File: src/rtl/core/sps_pkg.sv
package sps_pkg;

	typedef enum logic [2:0] {
		PH_REST    = 3'd0,
		PH_PROBE   = 3'd1,
		PH_SETTLE  = 3'd2,
		PH_AWAIT   = 3'd3,
		PH_OVERLAP = 3'd4,
		PH_ON      = 3'd5
	} phase_t;

	localparam int CFG_IDX_BITS  = 3;
	localparam int CFG_DATA_BITS = 16;

	typedef logic [CFG_IDX_BITS-1:0] cfg_idx_t;

	localparam cfg_idx_t REG_ON_TIME          = 3'd0;
	localparam cfg_idx_t REG_OFF_TIME         = 3'd1;
	localparam cfg_idx_t REG_SPARK_LEVEL      = 3'd2;
	localparam cfg_idx_t REG_BREAKDOWN_WINDOW = 3'd3;
	localparam cfg_idx_t REG_READY_COUNT      = 3'd4;

	localparam logic [15:0] RST_ON_TIME          = 16'd10;
	localparam logic [15:0] RST_OFF_TIME         = 16'd100;
	localparam logic [7:0]  RST_SPARK_LEVEL      = 8'd0;
	localparam logic [15:0] RST_BREAKDOWN_WINDOW = 16'd100;
	localparam logic [3:0]  RST_READY_COUNT      = 4'd10;

	localparam logic [7:0] LVL_100 = 8'd100;
	localparam logic [7:0] LVL_150 = 8'd150;
	localparam logic [7:0] LVL_200 = 8'd200;
	localparam logic [7:0] LVL_250 = 8'd250;

	localparam logic [2:0] SEL_100 = 3'b000;
	localparam logic [2:0] SEL_150 = 3'b100;
	localparam logic [2:0] SEL_200 = 3'b010;
	localparam logic [2:0] SEL_250 = 3'b001;

	typedef struct packed {
		logic [15:0] on_time;
		logic [15:0] off_time;
		logic [7:0]  spark_level;
		logic [15:0] breakdown_window;
		logic [3:0]  ready_count;
	} cfg_t;

	typedef struct packed {
		phase_t      phase;
		logic [3:0]  ready_counter;
		logic [2:0]  select_pattern;
		logic        breakdown_flag;
		logic        short_flag;
	} ctl_t;

	typedef struct packed {
		logic ready_pin;
		logic short_pin;
		logic breakdown_pin;
	} pins_t;

	typedef struct packed {
		logic       high_drive;
		logic       low_drive;
		logic [2:0] level_bits;
		logic       supply_ready;
		logic       breakdown_seen;
		logic       short_seen;
		logic [2:0] phase_code;
	} res_t;

endpackage

File: src/rtl/core/sps_pins_if.sv
interface sps_pins_if;
	logic valid;
	logic ready;
	logic ready_pin;
	logic short_pin;
	logic breakdown_pin;

	modport source (output valid, ready_pin, short_pin, breakdown_pin, input ready);
	modport sink (input valid, ready_pin, short_pin, breakdown_pin, output ready);
endinterface

File: src/rtl/core/sps_res_if.sv
interface sps_res_if;
	logic       valid;
	logic       ready;
	logic       high_drive;
	logic       low_drive;
	logic [2:0] level_bits;
	logic       supply_ready;
	logic       breakdown_seen;
	logic       short_seen;
	logic [2:0] phase_code;

	modport source (output valid, high_drive, low_drive, level_bits, supply_ready,
		breakdown_seen, short_seen, phase_code, input ready);
	modport sink (input valid, high_drive, low_drive, level_bits, supply_ready,
		breakdown_seen, short_seen, phase_code, output ready);
endinterface

File: src/rtl/core/sps_cfg_if.sv
interface sps_cfg_if
	import sps_pkg::*;
();
	logic                     valid;
	logic                     ready;
	logic [CFG_IDX_BITS-1:0]  index;
	logic [CFG_DATA_BITS-1:0] data;

	modport source (output valid, index, data, input ready);
	modport sink (input valid, index, data, output ready);
endinterface

File: src/rtl/core/sps_cfg.sv
module sps_cfg
	import sps_pkg::*;
(
	input  logic       clk,
	input  logic       arst_n,
	sps_cfg_if.sink    cfg,
	output cfg_t       regs
);

	cfg_t regs_q;

	assign cfg.ready = 1'b1;
	assign regs      = regs_q;

	always_ff @(posedge clk or negedge arst_n) begin
		if (!arst_n) begin
			regs_q.on_time          <= RST_ON_TIME;
			regs_q.off_time         <= RST_OFF_TIME;
			regs_q.spark_level      <= RST_SPARK_LEVEL;
			regs_q.breakdown_window <= RST_BREAKDOWN_WINDOW;
			regs_q.ready_count      <= RST_READY_COUNT;
		end else if (cfg.valid) begin
			case (cfg.index)
				REG_ON_TIME:          regs_q.on_time          <= cfg.data;
				REG_OFF_TIME:         regs_q.off_time         <= cfg.data;
				REG_SPARK_LEVEL:      regs_q.spark_level      <= cfg.data[7:0];
				REG_BREAKDOWN_WINDOW: regs_q.breakdown_window <= cfg.data;
				REG_READY_COUNT:      regs_q.ready_count      <= cfg.data[3:0];
				default: ;
			endcase
		end
	end

endmodule

File: src/rtl/core/sps_step.sv
module sps_step
	import sps_pkg::*;
#(
	parameter int TIMER_BITS = 16
) (
	input  cfg_t                  cfg,
	input  ctl_t                  ctl,
	input  logic [TIMER_BITS-1:0] timer,
	input  pins_t                 pins,
	output ctl_t                  ctl_nxt,
	output logic [TIMER_BITS-1:0] timer_nxt,
	output res_t                  res
);

	localparam logic [TIMER_BITS-1:0] T_ONE = TIMER_BITS'(1);
	localparam logic [TIMER_BITS-1:0] T_TWO = TIMER_BITS'(2);

	// zero acts as one tick, wide values are cut to the timer width
	function automatic logic [TIMER_BITS-1:0] tload(input logic [15:0] v);
		logic [TIMER_BITS-1:0] t;
		t = TIMER_BITS'(v);
		return (t == '0) ? T_ONE : t;
	endfunction

	logic [3:0] need;
	logic       expired;

	assign need    = (cfg.ready_count == 4'd0) ? 4'd1 : cfg.ready_count;
	assign expired = (timer == '0);

	// next state
	always_comb begin
		ctl_nxt   = ctl;
		timer_nxt = timer;

		case (cfg.spark_level)
			LVL_100: ctl_nxt.select_pattern = SEL_100;
			LVL_150: ctl_nxt.select_pattern = SEL_150;
			LVL_200: ctl_nxt.select_pattern = SEL_200;
			LVL_250: ctl_nxt.select_pattern = SEL_250;
			default: ;
		endcase

		case (ctl.phase)
			PH_REST: begin
				if (!expired)
					timer_nxt = timer - T_ONE;
				if (!pins.ready_pin) begin
					ctl_nxt.ready_counter = 4'd0;
				end else begin
					if (ctl.ready_counter < need)
						ctl_nxt.ready_counter = ctl.ready_counter + 4'd1;
					if (expired && ctl_nxt.ready_counter >= need) begin
						ctl_nxt.phase = PH_PROBE;
						timer_nxt     = T_TWO;
					end else begin
						if (expired)
							timer_nxt = tload(cfg.off_time);
						ctl_nxt.short_flag = ~pins.short_pin;
					end
				end
			end
			PH_PROBE: begin
				if (timer > T_ONE) begin
					timer_nxt = timer - T_ONE;
				end else if (!pins.short_pin) begin
					ctl_nxt.phase = PH_REST;
					timer_nxt     = tload(cfg.off_time);
				end else begin
					ctl_nxt.phase = PH_SETTLE;
					timer_nxt     = T_ONE;
				end
			end
			PH_SETTLE: begin
				ctl_nxt.phase = PH_AWAIT;
				timer_nxt     = tload(cfg.breakdown_window);
			end
			PH_AWAIT: begin
				if (!pins.breakdown_pin) begin
					ctl_nxt.breakdown_flag = 1'b1;
					ctl_nxt.phase          = PH_OVERLAP;
				end else if (timer > T_ONE) begin
					timer_nxt = timer - T_ONE;
				end else begin
					ctl_nxt.breakdown_flag = 1'b0;
					ctl_nxt.phase          = PH_REST;
					timer_nxt              = tload(cfg.off_time);
				end
			end
			PH_OVERLAP: begin
				ctl_nxt.phase = PH_ON;
				timer_nxt     = tload(cfg.on_time);
			end
			PH_ON: begin
				if (timer > T_ONE) begin
					timer_nxt = timer - T_ONE;
				end else begin
					ctl_nxt.phase = PH_REST;
					timer_nxt     = tload(cfg.off_time);
				end
			end
			default: begin
				ctl_nxt.phase = PH_REST;
				timer_nxt     = tload(cfg.off_time);
			end
		endcase
	end

	// outputs from the updated state
	always_comb begin
		res.high_drive     = (ctl_nxt.phase inside {PH_PROBE, PH_SETTLE, PH_AWAIT, PH_OVERLAP});
		res.low_drive      = (ctl_nxt.phase inside {PH_OVERLAP, PH_ON});
		res.level_bits     = ctl_nxt.select_pattern;
		res.supply_ready   = (ctl_nxt.ready_counter >= need);
		res.breakdown_seen = ctl_nxt.breakdown_flag;
		res.short_seen     = ctl_nxt.short_flag;
		res.phase_code     = ctl_nxt.phase;
	end

endmodule

File: src/rtl/core/spark_pulse_sequencer.sv
// a tick's result passes the input register, then the state update into the
// result register; either stage holds it while the result is not taken
// throughput: one item per cycle unless stalled; one state update per tick
// reset: asynchronous, active low; phase rest with off time expired, counters
// and flags cleared, registers at their defaults, no result pending
module spark_pulse_sequencer
	import sps_pkg::*;
#(
	parameter int TIMER_BITS = 16
) (
	input  logic        clk,
	input  logic        arst_n,
	sps_pins_if.sink    pins,
	sps_res_if.source   result,
	sps_cfg_if.sink     cfg
);

	cfg_t                  regs;
	pins_t                 pins_s1;
	logic                  s1_valid_q;
	ctl_t                  ctl_q;
	ctl_t                  ctl_nxt;
	logic [TIMER_BITS-1:0] timer_q;
	logic [TIMER_BITS-1:0] timer_nxt;
	res_t                  res;
	res_t                  res_q;
	logic                  out_valid_q;
	logic                  load_out;
	logic                  advance;

	sps_cfg u_cfg (
		.clk    (clk),
		.arst_n (arst_n),
		.cfg    (cfg),
		.regs   (regs)
	);

	sps_step #(
		.TIMER_BITS (TIMER_BITS)
	) u_step (
		.cfg       (regs),
		.ctl       (ctl_q),
		.timer     (timer_q),
		.pins      (pins_s1),
		.ctl_nxt   (ctl_nxt),
		.timer_nxt (timer_nxt),
		.res       (res)
	);

	assign load_out   = !out_valid_q || result.ready;
	assign advance    = s1_valid_q && load_out;
	assign pins.ready = !s1_valid_q || load_out;

	always_ff @(posedge clk or negedge arst_n) begin
		if (!arst_n) begin
			s1_valid_q <= 1'b0;
		end else if (pins.ready) begin
			s1_valid_q <= pins.valid;
		end
	end

	always_ff @(posedge clk) begin
		if (pins.valid && pins.ready) begin
			pins_s1.ready_pin     <= pins.ready_pin;
			pins_s1.short_pin     <= pins.short_pin;
			pins_s1.breakdown_pin <= pins.breakdown_pin;
		end
	end

	always_ff @(posedge clk or negedge arst_n) begin
		if (!arst_n) begin
			ctl_q.phase          <= PH_REST;
			ctl_q.ready_counter  <= 4'd0;
			ctl_q.select_pattern <= SEL_100;
			ctl_q.breakdown_flag <= 1'b0;
			ctl_q.short_flag     <= 1'b0;
			timer_q              <= '0;
			out_valid_q          <= 1'b0;
		end else begin
			if (advance) begin
				ctl_q   <= ctl_nxt;
				timer_q <= timer_nxt;
			end
			if (load_out)
				out_valid_q <= s1_valid_q;
		end
	end

	always_ff @(posedge clk) begin
		if (advance)
			res_q <= res;
	end

	assign result.valid          = out_valid_q;
	assign result.high_drive     = res_q.high_drive;
	assign result.low_drive      = res_q.low_drive;
	assign result.level_bits     = res_q.level_bits;
	assign result.supply_ready   = res_q.supply_ready;
	assign result.breakdown_seen = res_q.breakdown_seen;
	assign result.short_seen     = res_q.short_seen;
	assign result.phase_code     = res_q.phase_code;

	// both drives together only in the overlap tick
	a_overlap_only: assert property (@(posedge clk) disable iff (!arst_n)
		result.valid && result.high_drive && result.low_drive
		|-> result.phase_code == PH_OVERLAP)
		else $error("both drives on outside overlap");

	// while in probe the timer is never zero and never above two
	a_probe_timer: assert property (@(posedge clk) disable iff (!arst_n)
		ctl_q.phase == PH_PROBE |-> (timer_q != '0 && timer_q <= TIMER_BITS'(2)))
		else $error("probe timer out of range");

	// a held input item is not dropped while the result stage is stalled
	a_s1_hold: assert property (@(posedge clk) disable iff (!arst_n)
		s1_valid_q && !load_out |=> s1_valid_q && $stable(pins_s1))
		else $error("input stage lost a stalled item");

endmodule
File: src/flat_wrapper.sv
// flat-port wrapper written by rule: the top's interface ports become plain ports
module spark_pulse_sequencer_flat import sps_pkg::*;
#(
	parameter int TIMER_BITS = 16
)
  (clk, arst_n, pins_valid, pins_ready_pin, pins_short_pin, pins_breakdown_pin, pins_ready, result_valid, result_high_drive, result_low_drive, result_level_bits, result_supply_ready, result_breakdown_seen, result_short_seen, result_phase_code, result_ready, cfg_valid, cfg_index, cfg_data, cfg_ready);
  sps_pins_if pins_i ();
  sps_res_if result_i ();
  sps_cfg_if cfg_i ();
  input  logic clk;
  input  logic arst_n;
  input wire logic [$bits(pins_i.valid)-1:0] pins_valid;
  input wire logic [$bits(pins_i.ready_pin)-1:0] pins_ready_pin;
  input wire logic [$bits(pins_i.short_pin)-1:0] pins_short_pin;
  input wire logic [$bits(pins_i.breakdown_pin)-1:0] pins_breakdown_pin;
  output wire logic [$bits(pins_i.ready)-1:0] pins_ready;
  output wire logic [$bits(result_i.valid)-1:0] result_valid;
  output wire logic [$bits(result_i.high_drive)-1:0] result_high_drive;
  output wire logic [$bits(result_i.low_drive)-1:0] result_low_drive;
  output wire logic [$bits(result_i.level_bits)-1:0] result_level_bits;
  output wire logic [$bits(result_i.supply_ready)-1:0] result_supply_ready;
  output wire logic [$bits(result_i.breakdown_seen)-1:0] result_breakdown_seen;
  output wire logic [$bits(result_i.short_seen)-1:0] result_short_seen;
  output wire logic [$bits(result_i.phase_code)-1:0] result_phase_code;
  input wire logic [$bits(result_i.ready)-1:0] result_ready;
  input wire logic [$bits(cfg_i.valid)-1:0] cfg_valid;
  input wire logic [$bits(cfg_i.index)-1:0] cfg_index;
  input wire logic [$bits(cfg_i.data)-1:0] cfg_data;
  output wire logic [$bits(cfg_i.ready)-1:0] cfg_ready;
  assign pins_i.valid = pins_valid;
  assign pins_i.ready_pin = pins_ready_pin;
  assign pins_i.short_pin = pins_short_pin;
  assign pins_i.breakdown_pin = pins_breakdown_pin;
  assign pins_ready = pins_i.ready;
  assign result_valid = result_i.valid;
  assign result_high_drive = result_i.high_drive;
  assign result_low_drive = result_i.low_drive;
  assign result_level_bits = result_i.level_bits;
  assign result_supply_ready = result_i.supply_ready;
  assign result_breakdown_seen = result_i.breakdown_seen;
  assign result_short_seen = result_i.short_seen;
  assign result_phase_code = result_i.phase_code;
  assign result_i.ready = result_ready;
  assign cfg_i.valid = cfg_valid;
  assign cfg_i.index = cfg_index;
  assign cfg_i.data = cfg_data;
  assign cfg_ready = cfg_i.ready;
  spark_pulse_sequencer #(.TIMER_BITS(TIMER_BITS)) u_core (.clk(clk), .arst_n(arst_n), .pins(pins_i), .result(result_i), .cfg(cfg_i));
endmodule
File: config.mk
export PLATFORM = sky130hd
export DESIGN_NAME = spark_pulse_sequencer_flat
export DESIGN_NICKNAME = d
export VERILOG_FILES = /design/src/rtl/core/sps_pkg.sv /design/src/rtl/core/sps_pins_if.sv /design/src/rtl/core/sps_res_if.sv /design/src/rtl/core/sps_cfg_if.sv /design/src/rtl/core/sps_cfg.sv /design/src/rtl/core/sps_step.sv /design/src/rtl/core/spark_pulse_sequencer.sv /design/src/flat_wrapper.sv
export SDC_FILE = /design/constraint.sdc
export NUM_CORES = 1
export LEC_CHECK = 0
export ABC_AREA = 1
export BUFFER_PORTS_ARGS = -buffer_cell sky130_fd_sc_hd__buf_2
export CORE_MARGIN = 4
export CORE_UTILIZATION = 25
export CTS_CLUSTER_SIZE = 14
export DETAILED_ROUTE_END_ITERATION = 8
export PLACE_DENSITY = 0.47
export SLEW_MARGIN = 5
export SYNTH_ARGS = -nofsm -noshare
export SYNTH_HDL_FRONTEND = slang
export SYNTH_HIERARCHICAL = 1
export SYNTH_SLANG_ARGS = --single-unit
File: constraint.sdc
create_clock -name clk -period 5.79 [get_ports clk]
set_input_delay 0.579 -clock clk [delete_from_list [all_inputs] [get_ports clk]]
set_output_delay 0.579 -clock clk [all_outputs]
set_load 0.02 [all_outputs]
==> flow_metrics.py <==
metrics = {
    "yosys": {
        "yosysSeqAreaShare": 0.396,
        "ys_types": 36,
        "synth_most_common_cell": "nand2_1",
        "syn_area_sq_um": 6770,
        "synth_common_cells": "377 x nand2_1, 146 x nand3_1, 101 x inv_1",
        "syn_avg_cell_area_sq_um": 6.83,
        "synth_warnings": 6,
        "ys_ff_latch": 104,
        "synth-main-ff-cell": "dfrtp_1",
        "postSynthCellCount": 992,
        "async_reset_ff_frac": 0.865,
        "syn-num-nets": 1033,
        "synth_top_area_cell": "dfrtp_1",
        "synth.top_cell.area_share": 0.296,
        "yosys-top-cells-area": "dfrtp_1 30%, nand2_1 21%, nand3_1 11%",
        "synth-edff-count": 14,
    },
    "grt": {
        "globalRouteOverflowTotal": 0,
        "grt_antenna_before_repair": 0,
        "grt_max_degree": 62,
        "grtUsageTotal": 0.151,
        "grt_pass1_wl_um": 35900,
        "first_global_vias": 5979,
    },
    "finish": {
        "area.growth.synth_to_final_pct": 10.6,
        "fillers": 2967,
        "antenna_cells": 0,
        "layout.nets": 1051,
        "drive_above_1_share": 0.108,
        "final_cell_count_no_fill": 1350,
        "fin_util": 0.284,
    },
    "clock_network": {
        "cts_root_buf": "clkbuf_16",
        "cts_resized": 0,
        "insertion_delay_ps": 370,
        "cts_setup_buffers": 0,
        "clk_pin_slew_worst_paths_ps": 90,
        "cts_hold_buf": 0,
        "cts_made_buffers": 9,
        "clock_sinks": 104,
        "cts_tree": "yes",
        "cts_buffer_depth": 2,
        "cts_max_level": 3,
    },
    "drt": {
        "drtIter0Drc": 529,
        "viasPerCell": 4.68,
        "route.vias.total": 6323,
        "postRouteAntennaNets": 0,
        "wl_per_cell_um": 16.6,
        "drc": 0,
        "drt-pass1-iter-count": 5,
        "routed_wirelength_um": 22400,
    },
    "critical_path": {
        "r2r_slack_ps": 2420,
        "cp.required_ps": 6090,
        "endpoint_kind": "register",
        "crit_type": "reg -> reg",
        "critPathLaunch": "u_core/u_cfg/regs[3]",
        "cp.arrival_ps": 3680,
        "cp-endpoint": "u_core/timer_q[15]",
        "start_kind": "register",
        "reg2reg_to": "u_core/timer_q[15]",
        "ff2ff_path_depth": 20,
        "r2r_start": "u_core/u_cfg/regs[3]",
        "cp_max_fo": 6,
    },
    "placement": {
        "globalplace.congestion": 0.926,
        "post-dp-hpwl_um": 16500,
        "placed_cells": 1334,
        "dp_slack_ps": 2460,
        "portBuffers": 39,
    },
    "timing": {
        "maxSlewViolCount": 0,
        "fmax_mhz": 296,
        "rsz0062_at_grt": "no",
        "setup_slack_ps": 2420,
        "timing.final.crit_period_ps": 3370,
        "hold_violations": 0,
        "fin_crit_sh": 0.583,
        "slew_headroom": 0.332,
        "tightest_slew_ps": 999,
        "hold_ws_ps": 119,
        "final.setup.tns_ps": 0,
        "clock-skew-final_ps": 15.8,
        "setup_viol": 0,
    },
    "run": {
        "max_cap_violations": 0,
    },
    "pwr": {
        "worst_ir_drop_vdd_v": 0.000160,
        "p_leak_uw": 0.00399,
        "pwr_density_cell_nw_per_um2": 491,
    },
    "floorplanning": {
        "design.die.area_sq_um": 29800,
        "core-area_sq_um": 26400,
        "die_x_um": 173,
        "start_util": 0.257,
        "die_y_um": 173,
        "rows": 59,
        "ioPinCount": 41,
    },
    "run_status": {
        "status": "finished clean",
    },
    "worst_hold_path": {
        "hold_class": "in -> async",
    },
}
## state kept, by name (all words and copies together) (netlist names)
| register | cells |
|---|---|
| u_core/result.high_drive | 1 |
| u_core/pins_s1 | 3 |
| u_core/ctl_q | 12 |
| u_core/result.level_bits | 3 |
| u_core/result.phase_code | 3 |
| u_core/result.breakdown_seen | 1 |
| u_core/result.supply_ready | 1 |
| u_core/result.valid | 1 |
| u_core/result.short_seen | 1 |
| u_core/result.low_drive | 1 |
| u_core/u_cfg/regs | 60 |
| u_core/timer_q | 16 |
| u_core/s1_valid_q | 1 |
## critical path, stage by stage, from the launching register on
cell     delay [ps]
dfstp_2         530
inv_1            80
ha_1            300
a21oi_1         320
nand2_1         170
nand2_1         100
and2_1          130
ha_1            240
nand2_1          70
nand2_1          40
nand2_1          50
nand3_1         180
inv_1           250
nor2_2           90
nor2_2          280
nand3_1         120
nand3_1          90
nand2_1          50
inv_1            40
nand3_1          70
nand2_1         110
## stage by stage
stage          total power, uW  instance area [sq um]
2_1_floorplan             2550                   6770
3_3_place_gp              3010                   7170
4_1_cts                   3700                   7490
5_1_grt                   4040                   7490
3_5_place_dp              3010                   7170
6_report                  3680                   7490
## report_power, final
group / switching [uW] / total, uW / internal [uW]
logic: 1250 / 1850 / 596
clock network: 343 / 661 / 317
registers: 214 / 1170 / 955
## worst min-delay path by stage
stage                       endpoint  cells after the start
2_1_floorplan        u_core/ctl_q[0]                      0
5_1_grt        u_core/u_cfg/regs[25]                      1
3_5_place_dp    u_core/u_cfg/regs[3]                      2
3_3_place_gp         u_core/ctl_q[1]                      2
6_report       u_core/u_cfg/regs[25]                      1
4_1_cts        u_core/u_cfg/regs[25]                      1
## cell families after synthesis
group | synth area share
and+or+nand+nor | 0.421
AOI/OAI and AO/OA | 0.0462
adders and majority gates | 0.0259
DFF | 0.396
buffers and inverters | 0.0988
other | 0.000554
xor gates and xnor gates | 0.0116
## routing by layer
metal  share of wire  GRT usage  routed length, um  vias up
met1            0.52      0.230              11600     2947
met3           0.052     0.0258               1170       23
met5               0          0                  0        -
li1                -          -                  -     3171
met4           0.015     0.0333                327        0
met2            0.42      0.223               9330      182
## cells in the final DEF, fill, tap and decap left out, types with 2 or more instances in the layout
cell / synthesis / layout
a21oi_1: 14 / 14
a221oi_1: 5 / 5
buf_2: 16 / 38
buf_4: 14 / 5
clkbuf_16: 0 / 9
clkinv_1: 2 / 2
clkinv_8: 0 / 3
dfrtp_1: 80 / 80
dfstp_2: 10 / 10
edfxtp_1: 14 / 14
ha_1: 14 / 14
inv_1: 101 / 101
inv_2: 8 / 8
inv_8: 0 / 2
nand2_1: 377 / 377
nand2_2: 10 / 10
nand3_1: 146 / 146
nand3_2: 4 / 4
nand3b_1: 4 / 4
nand4_1: 10 / 10
nor2_1: 91 / 91
nor2_2: 10 / 10
nor2_4: 4 / 4
nor3_1: 3 / 3
o211ai_1: 3 / 3
o21ai_0: 25 / 25
o21ai_1: 2 / 2
o21ai_2: 2 / 2
xnor2_1: 2 / 2
xor2_1: 7 / 7
## area by class of cell
cell class | instances | area [sq um] | area share
repair buffers | 43 | 228 | 0.0304
clock inverters | 7 | 96.3 | 0.0129
multi-input cells | 741 | 3420 | 0.457
clock buffers | 9 | 225 | 0.0301
flip-flops and latches | 104 | 2690 | 0.359
well taps | 335 | 419 | 0.0560
inverters | 111 | 417 | 0.0556
No activity file was read; power rests on OpenSTA's default activity.
